### src/sensor_frame_crc_check_decode_core_defines.svh
// Assertion helpers shared by the frame checker.
`ifndef SENSOR_FRAME_CRC_CHECK_DECODE_CORE_DEFINES_SVH
`define SENSOR_FRAME_CRC_CHECK_DECODE_CORE_DEFINES_SVH

// The consequent must hold in the same cycle as the antecedent.
`define SFCC_ASSERT_SAME(lbl, ante, cons, msg) \
	lbl: assert property (@(posedge clk) disable iff (!arst_n) (ante) |-> (cons)) \
		else $error(msg);

// The consequent must hold in the cycle after the antecedent.
`define SFCC_ASSERT_NEXT(lbl, ante, cons, msg) \
	lbl: assert property (@(posedge clk) disable iff (!arst_n) (ante) |=> (cons)) \
		else $error(msg);

`endif

### src/sfcc_pkg.sv
package sfcc_pkg;

	localparam int DATA_BYTES = 6;

	localparam logic [15:0] CRC_INIT = 16'hFFFF;
	localparam logic [15:0] CRC_POLY = 16'hA001;
	localparam logic [15:0] MAG_MASK = 16'h7FFF;
	localparam logic [15:0] SIGN_BIT = 16'h8000;

	typedef logic [2:0] pos_t;

	localparam pos_t POS_HUM_HI   = 3'd2;
	localparam pos_t POS_HUM_LO   = 3'd3;
	localparam pos_t POS_TEMP_HI  = 3'd4;
	localparam pos_t POS_TEMP_LO  = 3'd5;
	localparam pos_t POS_CRC_LOW  = 3'(DATA_BYTES);
	localparam pos_t POS_CRC_HIGH = 3'(DATA_BYTES + 1);

	localparam logic STATUS_OK  = 1'b0;
	localparam logic STATUS_BAD = 1'b1;

	typedef struct packed {
		logic [7:0] data_byte;
		logic       frame_start;
	} frame_byte_t;

	typedef struct packed {
		logic               status;
		logic [15:0]        humidity_tenths;
		logic signed [15:0] temperature_tenths;
	} frame_result_t;

	// One byte of the reflected CRC-16, shifted out LSB first.
	function automatic logic [15:0] crc_fold_byte(input logic [15:0] crc, input logic [7:0] b);
		logic [15:0] c;
		c = crc ^ {8'h00, b};
		for (int k = 0; k < 8; k++) begin
			if (c[0]) begin
				c = (c >> 1) ^ CRC_POLY;
			end else begin
				c = c >> 1;
			end
		end
		return c;
	endfunction

endpackage

### src/sfcc_stream_if.sv
interface sfcc_in_if;
	import sfcc_pkg::*;

	logic        valid;
	logic        ready;
	frame_byte_t payload;

	modport source (output valid, output payload, input ready);
	modport sink (input valid, input payload, output ready);
endinterface

interface sfcc_out_if;
	import sfcc_pkg::*;

	logic          valid;
	logic          ready;
	frame_result_t payload;

	modport source (output valid, output payload, input ready);
	modport sink (input valid, input payload, output ready);
endinterface

### src/sensor_frame_crc_check_decode_core.sv
// A frame's result is written to the result register by the edge that moves its eighth byte
// from the input register; that byte may first wait there while an earlier result is not taken.
// Throughput: one byte per cycle; the input register and the result register are each
// single-entry, and the input side stalls only while a finished result waits on the output.
// Bytes that close no frame never wait on the output.
// Reset (arst_n low, asynchronous): byte position 0, running CRC 0xFFFF, both registers empty.
`include "sensor_frame_crc_check_decode_core_defines.svh"

module sensor_frame_crc_check_decode_core (
	input logic        clk,
	input logic        arst_n,
	sfcc_in_if.sink    frame_in,
	sfcc_out_if.source result_out
);
	import sfcc_pkg::*;

	logic          byte_valid_s1;
	frame_byte_t   byte_s1;

	pos_t          pos_q;
	logic [15:0]   crc_q;
	logic [15:0]   hum_q;
	logic [15:0]   temp_q;
	logic [7:0]    crc_low_q;

	logic          res_valid_q;
	frame_result_t res_q;

	pos_t          eff_pos;
	logic [15:0]   crc_base;
	logic [15:0]   crc_next;
	logic          closes_frame;
	logic          advance;
	logic [15:0]   rx_crc;
	logic [15:0]   mag;
	logic [15:0]   temp_signed;

	// A start flag restarts the count and the CRC before the byte is used.
	assign eff_pos      = byte_s1.frame_start ? '0 : pos_q;
	assign crc_base     = byte_s1.frame_start ? CRC_INIT : crc_q;
	assign crc_next     = crc_fold_byte(crc_base, byte_s1.data_byte);
	assign closes_frame = (eff_pos == POS_CRC_HIGH);
	assign advance      = byte_valid_s1 && (!closes_frame || !res_valid_q || result_out.ready);

	assign rx_crc      = {byte_s1.data_byte, crc_low_q};
	assign mag         = temp_q & MAG_MASK;
	assign temp_signed = ((temp_q & SIGN_BIT) != 16'h0000) ? (16'h0000 - mag) : mag;

	assign frame_in.ready     = !byte_valid_s1 || advance;
	assign result_out.valid   = res_valid_q;
	assign result_out.payload = res_q;

	always_ff @(posedge clk or negedge arst_n) begin
		if (!arst_n) begin
			byte_valid_s1 <= 1'b0;
		end else if (frame_in.ready) begin
			byte_valid_s1 <= frame_in.valid;
		end
	end

	always_ff @(posedge clk) begin
		if (frame_in.valid && frame_in.ready) begin
			byte_s1 <= frame_in.payload;
		end
	end

	always_ff @(posedge clk or negedge arst_n) begin
		if (!arst_n) begin
			pos_q     <= '0;
			crc_q     <= CRC_INIT;
			hum_q     <= '0;
			temp_q    <= '0;
			crc_low_q <= '0;
		end else if (advance) begin
			case (eff_pos)
				POS_CRC_LOW: begin
					crc_low_q <= byte_s1.data_byte;
					pos_q     <= POS_CRC_HIGH;
					crc_q     <= crc_base;
				end
				POS_CRC_HIGH: begin
					pos_q <= '0;
					crc_q <= CRC_INIT;
				end
				default: begin
					crc_q <= crc_next;
					pos_q <= eff_pos + 3'd1;
					if (eff_pos == POS_HUM_HI) begin
						hum_q[15:8] <= byte_s1.data_byte;
					end
					if (eff_pos == POS_HUM_LO) begin
						hum_q[7:0] <= byte_s1.data_byte;
					end
					if (eff_pos == POS_TEMP_HI) begin
						temp_q[15:8] <= byte_s1.data_byte;
					end
					if (eff_pos == POS_TEMP_LO) begin
						temp_q[7:0] <= byte_s1.data_byte;
					end
				end
			endcase
		end
	end

	always_ff @(posedge clk or negedge arst_n) begin
		if (!arst_n) begin
			res_valid_q <= 1'b0;
		end else if (advance && closes_frame) begin
			res_valid_q <= 1'b1;
		end else if (result_out.ready) begin
			res_valid_q <= 1'b0;
		end
	end

	always_ff @(posedge clk) begin
		if (advance && closes_frame) begin
			if (rx_crc == crc_base) begin
				res_q.status             <= STATUS_OK;
				res_q.humidity_tenths    <= hum_q;
				res_q.temperature_tenths <= temp_signed;
			end else begin
				res_q.status             <= STATUS_BAD;
				res_q.humidity_tenths    <= '0;
				res_q.temperature_tenths <= '0;
			end
		end
	end

	`SFCC_ASSERT_SAME(a_bad_fields_zero,
		res_valid_q && (res_q.status == STATUS_BAD),
		(res_q.humidity_tenths == 16'h0000) && (res_q.temperature_tenths == 16'sh0000),
		"mismatch result carries nonzero fields")
	`SFCC_ASSERT_NEXT(a_close_gives_result, advance && closes_frame, res_valid_q,
		"closing byte produced no result")
	`SFCC_ASSERT_NEXT(a_close_rearms, advance && closes_frame,
		(pos_q == 3'd0) && (crc_q == CRC_INIT), "frame state not rearmed after result")
	`SFCC_ASSERT_SAME(a_stall_needs_byte, !frame_in.ready,
		byte_valid_s1 && closes_frame && res_valid_q,
		"input stalled without a waiting closing byte")
endmodule
### src/flat_wrapper.sv
// flat-port wrapper written by rule: the top's interface ports become plain ports
module sensor_frame_crc_check_decode_core_flat import sfcc_pkg::*;
  (clk, arst_n, frame_in_valid, frame_in_payload, frame_in_ready, result_out_valid, result_out_payload, result_out_ready);
  sfcc_in_if frame_in_i ();
  sfcc_out_if result_out_i ();
  input logic clk;
  input logic arst_n;
  input wire logic [$bits(frame_in_i.valid)-1:0] frame_in_valid;
  input wire logic [$bits(frame_in_i.payload)-1:0] frame_in_payload;
  output wire logic [$bits(frame_in_i.ready)-1:0] frame_in_ready;
  output wire logic [$bits(result_out_i.valid)-1:0] result_out_valid;
  output wire logic [$bits(result_out_i.payload)-1:0] result_out_payload;
  input wire logic [$bits(result_out_i.ready)-1:0] result_out_ready;
  assign frame_in_i.valid = frame_in_valid;
  assign frame_in_i.payload = frame_in_payload;
  assign frame_in_ready = frame_in_i.ready;
  assign result_out_valid = result_out_i.valid;
  assign result_out_payload = result_out_i.payload;
  assign result_out_i.ready = result_out_ready;
  sensor_frame_crc_check_decode_core u_core (.clk(clk), .arst_n(arst_n), .frame_in(frame_in_i), .result_out(result_out_i));
endmodule
### config.mk
export PLATFORM = sky130hd
export DESIGN_NAME = sensor_frame_crc_check_decode_core_flat
export DESIGN_NICKNAME = d
export VERILOG_FILES = /design/src/sfcc_pkg.sv /design/src/sfcc_stream_if.sv /design/src/sensor_frame_crc_check_decode_core.sv /design/src/flat_wrapper.sv
export VERILOG_INCLUDE_DIRS = /design/src /design/src/src
export SDC_FILE = /design/constraint.sdc
export NUM_CORES = 1
export LEC_CHECK = 0
export BUFFER_PORTS_ARGS = -buffer_cell sky130_fd_sc_hd__buf_2
export CAP_MARGIN = 25
export CORE_MARGIN = 2
export CORE_UTILIZATION = 53
export DETAILED_ROUTE_END_ITERATION = 10
export GPL_TIMING_DRIVEN = 0
export PLACE_DENSITY = 0.73
export SYNTH_ARGS = -nofsm -noshare
export SYNTH_HDL_FRONTEND = slang
export SYNTH_SLANG_ARGS = --single-unit
export TNS_END_PERCENT = 50
### constraint.sdc
create_clock -name clk -period 3.8 [get_ports clk]
set_input_delay 0.19 -clock clk [delete_from_list [all_inputs] [get_ports clk]]
set_output_delay 0.19 -clock clk [all_outputs]
set_load 0.01 [all_outputs]
==> summary.txt <==
Clock tree
  – CTS root buf: sky130_fd_sc_hd__clkbuf_8
  – Gates resized, CTS repair: 0
  – Clock insertion delay at the later pin of the skew report: 0.38 ns
  – CTS Sinks: 103
  – Max Root-Sink Buffers: 2
  – TritonCTS clock tree: yes
  – Number of buffers created by CTS: 9
  – Clock input transition at the sequential cells of the worst setup and hold paths: 0.10 ns
  – Clock H-tree levels: 3
  – Post-CTS setup-driven buffer insertion count: 0

Worst setup path
  – R2r setup slk: 0.30 ns
  – Data required, critical path: 4.10 ns
  – Data arrival time of the worst path: between 3 and 4 ns
  – Setup crit start kind: flop
  – End of the worst register-to-register path: u_core.crc_q[14]
  – Length in cells of the worst reg-to-reg path: 12
  – Type of destination of the critical path: flop
  – Critical path class: flop to flop
  – Critical register-to-register path startpoint: u_core.byte_s1[0]
  – CP Max Fanout: 10

Min path
  – Worst Hold Path Cells: 2
  – Min-delay worst type: input port to flop
  – Worst Hold Path EP: u_core.byte_valid_s1
  – Start point of the worst min-delay path: frame_in_valid

Placed design
  – Total cell area at the placement stage: 5330 sq um
  – Post-detailed-placement half-perimeter wirelength: 6370 microns
  – Worst setup slack before clock tree synthesis: 0.369 ns
  – Number of buffers added on ports: 47
  – Placed cell count: about 570
  – Last weighted congestion value of the routability-driven placer: 0.832

Die
  – Placeable core region: 9150 sq um
  – I/O Pins: 48
  – Die Area: 10100 sq um
  – Die H: 100 microns
  – Row Count: 35
  – Die W: approximately 100 microns
  – Effective utilization at floorplan: 0.539

STA
  – Shortest clock period the worst path allows after layout: 3.50 ns
  – Fmax: 0.286 GHz
  – Number of failing hold endpoints at the final stage: 0
  – Final worst-path setup slack: around 0.30 ns
  – Final-layout worst hold slack: 0.00594 ns
  – Final Max Slew Viols: 0
  – RSZ-0062 raised after global routing: no
  – Measured slew at the worst slew-check pin: 0.864 ns
  – Period utilization: 0.920
  – Maximum clock skew at final layout: 0.0130 ns
  – Final setup violation count: 0
  – Headroom to the max-slew limit: 0.422

GRT
  – Maximum number of pins on one net before global-route repair: 36
  – Number of global-route vias before repair: 3192
  – Total global routing overflow: 0
  – Initial antenna violation count: 0
  – Wire length of the first global-routing pass: 15600 microns
  – GRT Overall Usage: 0.203

Routing
  – DRT iter0 DRCs: 108
  – Routed wire length per instance: 15.8 microns
  – Via count: 3236
  – Remaining antenna violation count after routing: 0
  – Total detailed-routing wirelength: 9410 microns
  – Detailed-route vias per instance: 5.44
  – DRC violations left: 0
  – Number of iterations in the first detailed-routing pass: 4

Yosys
  – Cell area after technology mapping: a little under 5000 sq um
  – Multiplexer area fraction after synthesis: 0.0934
  – Flop and latch count out of synthesis: between 100 and 150
  – Share of synthesized cell area in and, or, nand and nor gates: 0.124
  – Yosys synthesis warning count: 0
  – Number of nets in the synthesized netlist: 430
  – Xor/xnor cell area share of the yosys netlist: 0.0947
  – Post-Synth Adder-Cell Area: 0.0178
  – Distinct cells, synth: 44
  – Share of the synthesized area in compound gates (AO/OA/AOI/OAI): 0.0683
  – Main combinational cell family by area after synthesis: simple AND/OR/NAND/NOR gates
  – Average cell area after synthesis: 12.0 sq um
  – Share of the yosys chip area belonging to registers: 0.570
  – Post-Synthesis Cells: 410

Pwr
  – Post-route total power: 3360 uW
  – Peak supply drop: 0.412 mV
  – Power per cell area: 595 nW/um^2
  – Leakage Power: approximately 0.0023 uW

Final layout
  – Number of standard cells in the layout, taps in and fillers out: 595
  – Area used by multi-input combinational logic: between 1500 and 2000 sq um
  – Filler Cells Inserted: 720
  – Final std cell area, no fill: around 5600 sq um
  – Antenna Cells: 0
  – Number of nets in the final layout: 499
  – Area Growth Syn to Fin: 14.4%
  – Register Area: 2810 sq um
  – Fraction of layout cells with a size suffix above 1: 0.291

Job
  – Max-Cap Viols: 0

Run status
  – Status: finished, final reports clean
-- registers in the layout, indices dropped and copies added (netlist names) --
name	count
u_core.crc_low_q	8
u_core.hum_q	16
u_core.pos_q	3
u_core.byte_s1	9
u_core.result_out.valid	1
u_core.byte_valid_s1	1
u_core.temp_q	16
u_core.result_out.payload	33
u_core.crc_q	16
-- metal layers --
layer  GRT usage  share of wire  vias to the layer above
met4      0.0822          0.022                        0
li1            -              -                     1572
met2       0.355           0.51                       73
met5           0              0                        -
met3      0.0299          0.029                       15
met1       0.253           0.44                     1576
-- metrics by stage --
step,utilization,setup TNS [ns]
after floorplan,-,0
after global placement,0.579,-17.99
after detailed placement,0.583,0
after CTS,0.616,0
after global routing,0.616,0
final,0.616,0
-- cells in the mapped netlist --
master	count	area share
sky130_fd_sc_hd__dfrtp_1	45	0.23
sky130_fd_sc_hd__edfxtp_1	42	0.26
sky130_fd_sc_hd__nor2_1	41	0.031
sky130_fd_sc_hd__mux2_2	40	0.091
sky130_fd_sc_hd__xnor2_1	32	0.057
sky130_fd_sc_hd__nand2_1	27	0.021
sky130_fd_sc_hd__a21oi_1	23	0.023
sky130_fd_sc_hd__and2_1	18	0.023
sky130_fd_sc_hd__dfstp_2	16	0.085
sky130_fd_sc_hd__xor2_1	16	0.028
sky130_fd_sc_hd__nor3_1	14	0.014
sky130_fd_sc_hd__buf_2	11	0.011
sky130_fd_sc_hd__nand3_1	10	0.010
sky130_fd_sc_hd__ha_1	7	0.018
sky130_fd_sc_hd__inv_1	7	0.0053
sky130_fd_sc_hd__o21ai_0	7	0.0071
sky130_fd_sc_hd__a32oi_1	5	0.0089
sky130_fd_sc_hd__clkbuf_1	5	0.0038
sky130_fd_sc_hd__o32a_1	5	0.010
sky130_fd_sc_hd__nor2b_1	4	0.0051
sky130_fd_sc_hd__buf_6	3	0.0069
sky130_fd_sc_hd__o22ai_1	3	0.0038
sky130_fd_sc_hd__o31ai_1	3	0.0046
sky130_fd_sc_hd__and4bb_1	2	0.0051
sky130_fd_sc_hd__buf_1	2	0.0015
sky130_fd_sc_hd__nand2b_1	2	0.0025
sky130_fd_sc_hd__nor4_1	2	0.0025
sky130_fd_sc_hd__o21ai_1	2	0.0020
sky130_fd_sc_hd__a31oi_1	1	0.0013
sky130_fd_sc_hd__a41oi_1	1	0.0018
sky130_fd_sc_hd__and3_1	1	0.0013
sky130_fd_sc_hd__buf_4	1	0.0015
sky130_fd_sc_hd__clkbuf_2	1	0.0010
sky130_fd_sc_hd__inv_2	1	0.00076
sky130_fd_sc_hd__mux2i_1	1	0.0020
sky130_fd_sc_hd__nor4_4	1	0.0043
sky130_fd_sc_hd__nor4bb_1	1	0.0020
sky130_fd_sc_hd__o22a_1	1	0.0018
sky130_fd_sc_hd__o311ai_0	1	0.0018
sky130_fd_sc_hd__o41ai_1	1	0.0018
sky130_fd_sc_hd__or2_2	1	0.0013
sky130_fd_sc_hd__or3_1	1	0.0013
sky130_fd_sc_hd__xnor3_1	1	0.0046
sky130_fd_sc_hd__xnor3_2	1	0.0048
-- how the worst max path moves through the flow --
stage / cells past startpoint / slack [ns] / endpoint / from
finish: 12 / 0.30 / u_core.crc_q[14] / u_core.byte_s1[0]
global placement: 9 / -0.53 / u_core.result_out.payload[16] / u_core.byte_s1[0]
global route: 12 / 0.01 / u_core.crc_q[14] / u_core.byte_s1[0]
CTS: 12 / 0.34 / u_core.crc_q[14] / u_core.byte_s1[0]
floorplan: 9 / 0.25 / u_core.result_out.payload[0] / u_core.byte_s1[0]
detailed placement: 12 / 0.37 / u_core.crc_q[14] / u_core.byte_s1[0]
-- power breakdown --
part / leakage, uW / internal, uW / switching [uW]
Clock: 0.000104 / 319 / 402
Sequential: 0.00113 / 1440 / 218
Combinational: 0.00107 / 517 / 466
Total: 0.00231 / 2270 / 1080
-- critical path, stage by stage (launching register included) --
cell and delay (ns):
sky130_fd_sc_hd__edfxtp_1 0.43, sky130_fd_sc_hd__buf_6 0.17, sky130_fd_sc_hd__buf_2 0.26, sky130_fd_sc_hd__buf_1 0.43, sky130_fd_sc_hd__nor2b_1 0.15, sky130_fd_sc_hd__ha_1 0.24, sky130_fd_sc_hd__ha_1 0.24, sky130_fd_sc_hd__nand2_1 0.08
sky130_fd_sc_hd__nand2_1 0.16, sky130_fd_sc_hd__a31oi_1 0.56, sky130_fd_sc_hd__clkbuf_1 0.46, sky130_fd_sc_hd__nor2_1 0.08, sky130_fd_sc_hd__a21oi_1 0.15
-- cell families after synthesis --
family / count (synthesis)
simple gates: 125
flops: 103
compound gates: 53
xor+xnor: 50
mux: 41
buf+inv: 31
fa+ha+maj: 7
-- layout make-up --
type | count | share of cell area
Sequential cell | 103 | 0.498
Clock buffer | 9 | 0.0220
Timing Repair Buffer | 58 | 0.0630
Clock inverter | 7 | 0.0153
Tap cell | 111 | 0.0246
Inverter | 8 | 0.00532
Buffer | 23 | 0.0226
Multi-Input combinational cell | 276 | 0.350
-- layout by cell type (no fill, tap or decap), types with 5 or more instances in the layout --
cell type,netlist,routed
sky130_fd_sc_hd__nand2_1,27,27
sky130_fd_sc_hd__a32oi_1,5,5
sky130_fd_sc_hd__nor3_1,14,14
sky130_fd_sc_hd__xor2_1,16,16
sky130_fd_sc_hd__nor2_1,41,40
sky130_fd_sc_hd__dlygate4sd3_1,0,10
sky130_fd_sc_hd__edfxtp_1,42,42
sky130_fd_sc_hd__and2_1,18,18
sky130_fd_sc_hd__o21ai_0,7,7
sky130_fd_sc_hd__xnor2_1,32,32
sky130_fd_sc_hd__dfstp_2,16,16
sky130_fd_sc_hd__dfrtp_1,45,45
sky130_fd_sc_hd__clkbuf_1,5,5
sky130_fd_sc_hd__mux2_2,40,40
sky130_fd_sc_hd__inv_1,7,7
sky130_fd_sc_hd__ha_1,7,7
sky130_fd_sc_hd__buf_2,11,58
sky130_fd_sc_hd__o32a_1,5,5
sky130_fd_sc_hd__nand3_1,10,10
sky130_fd_sc_hd__clkbuf_8,0,9
sky130_fd_sc_hd__a21oi_1,23,23
-- what timing repair did --
| item | in CTS | in global routing |
|---|---|---|
| endpoints found under the setup margin | 0 | 0 |
| hold buffers | 10 | 0 |
| hold endpoints to repair | 33 | 0 |
No activity file was read; power rests on OpenSTA's default activity.
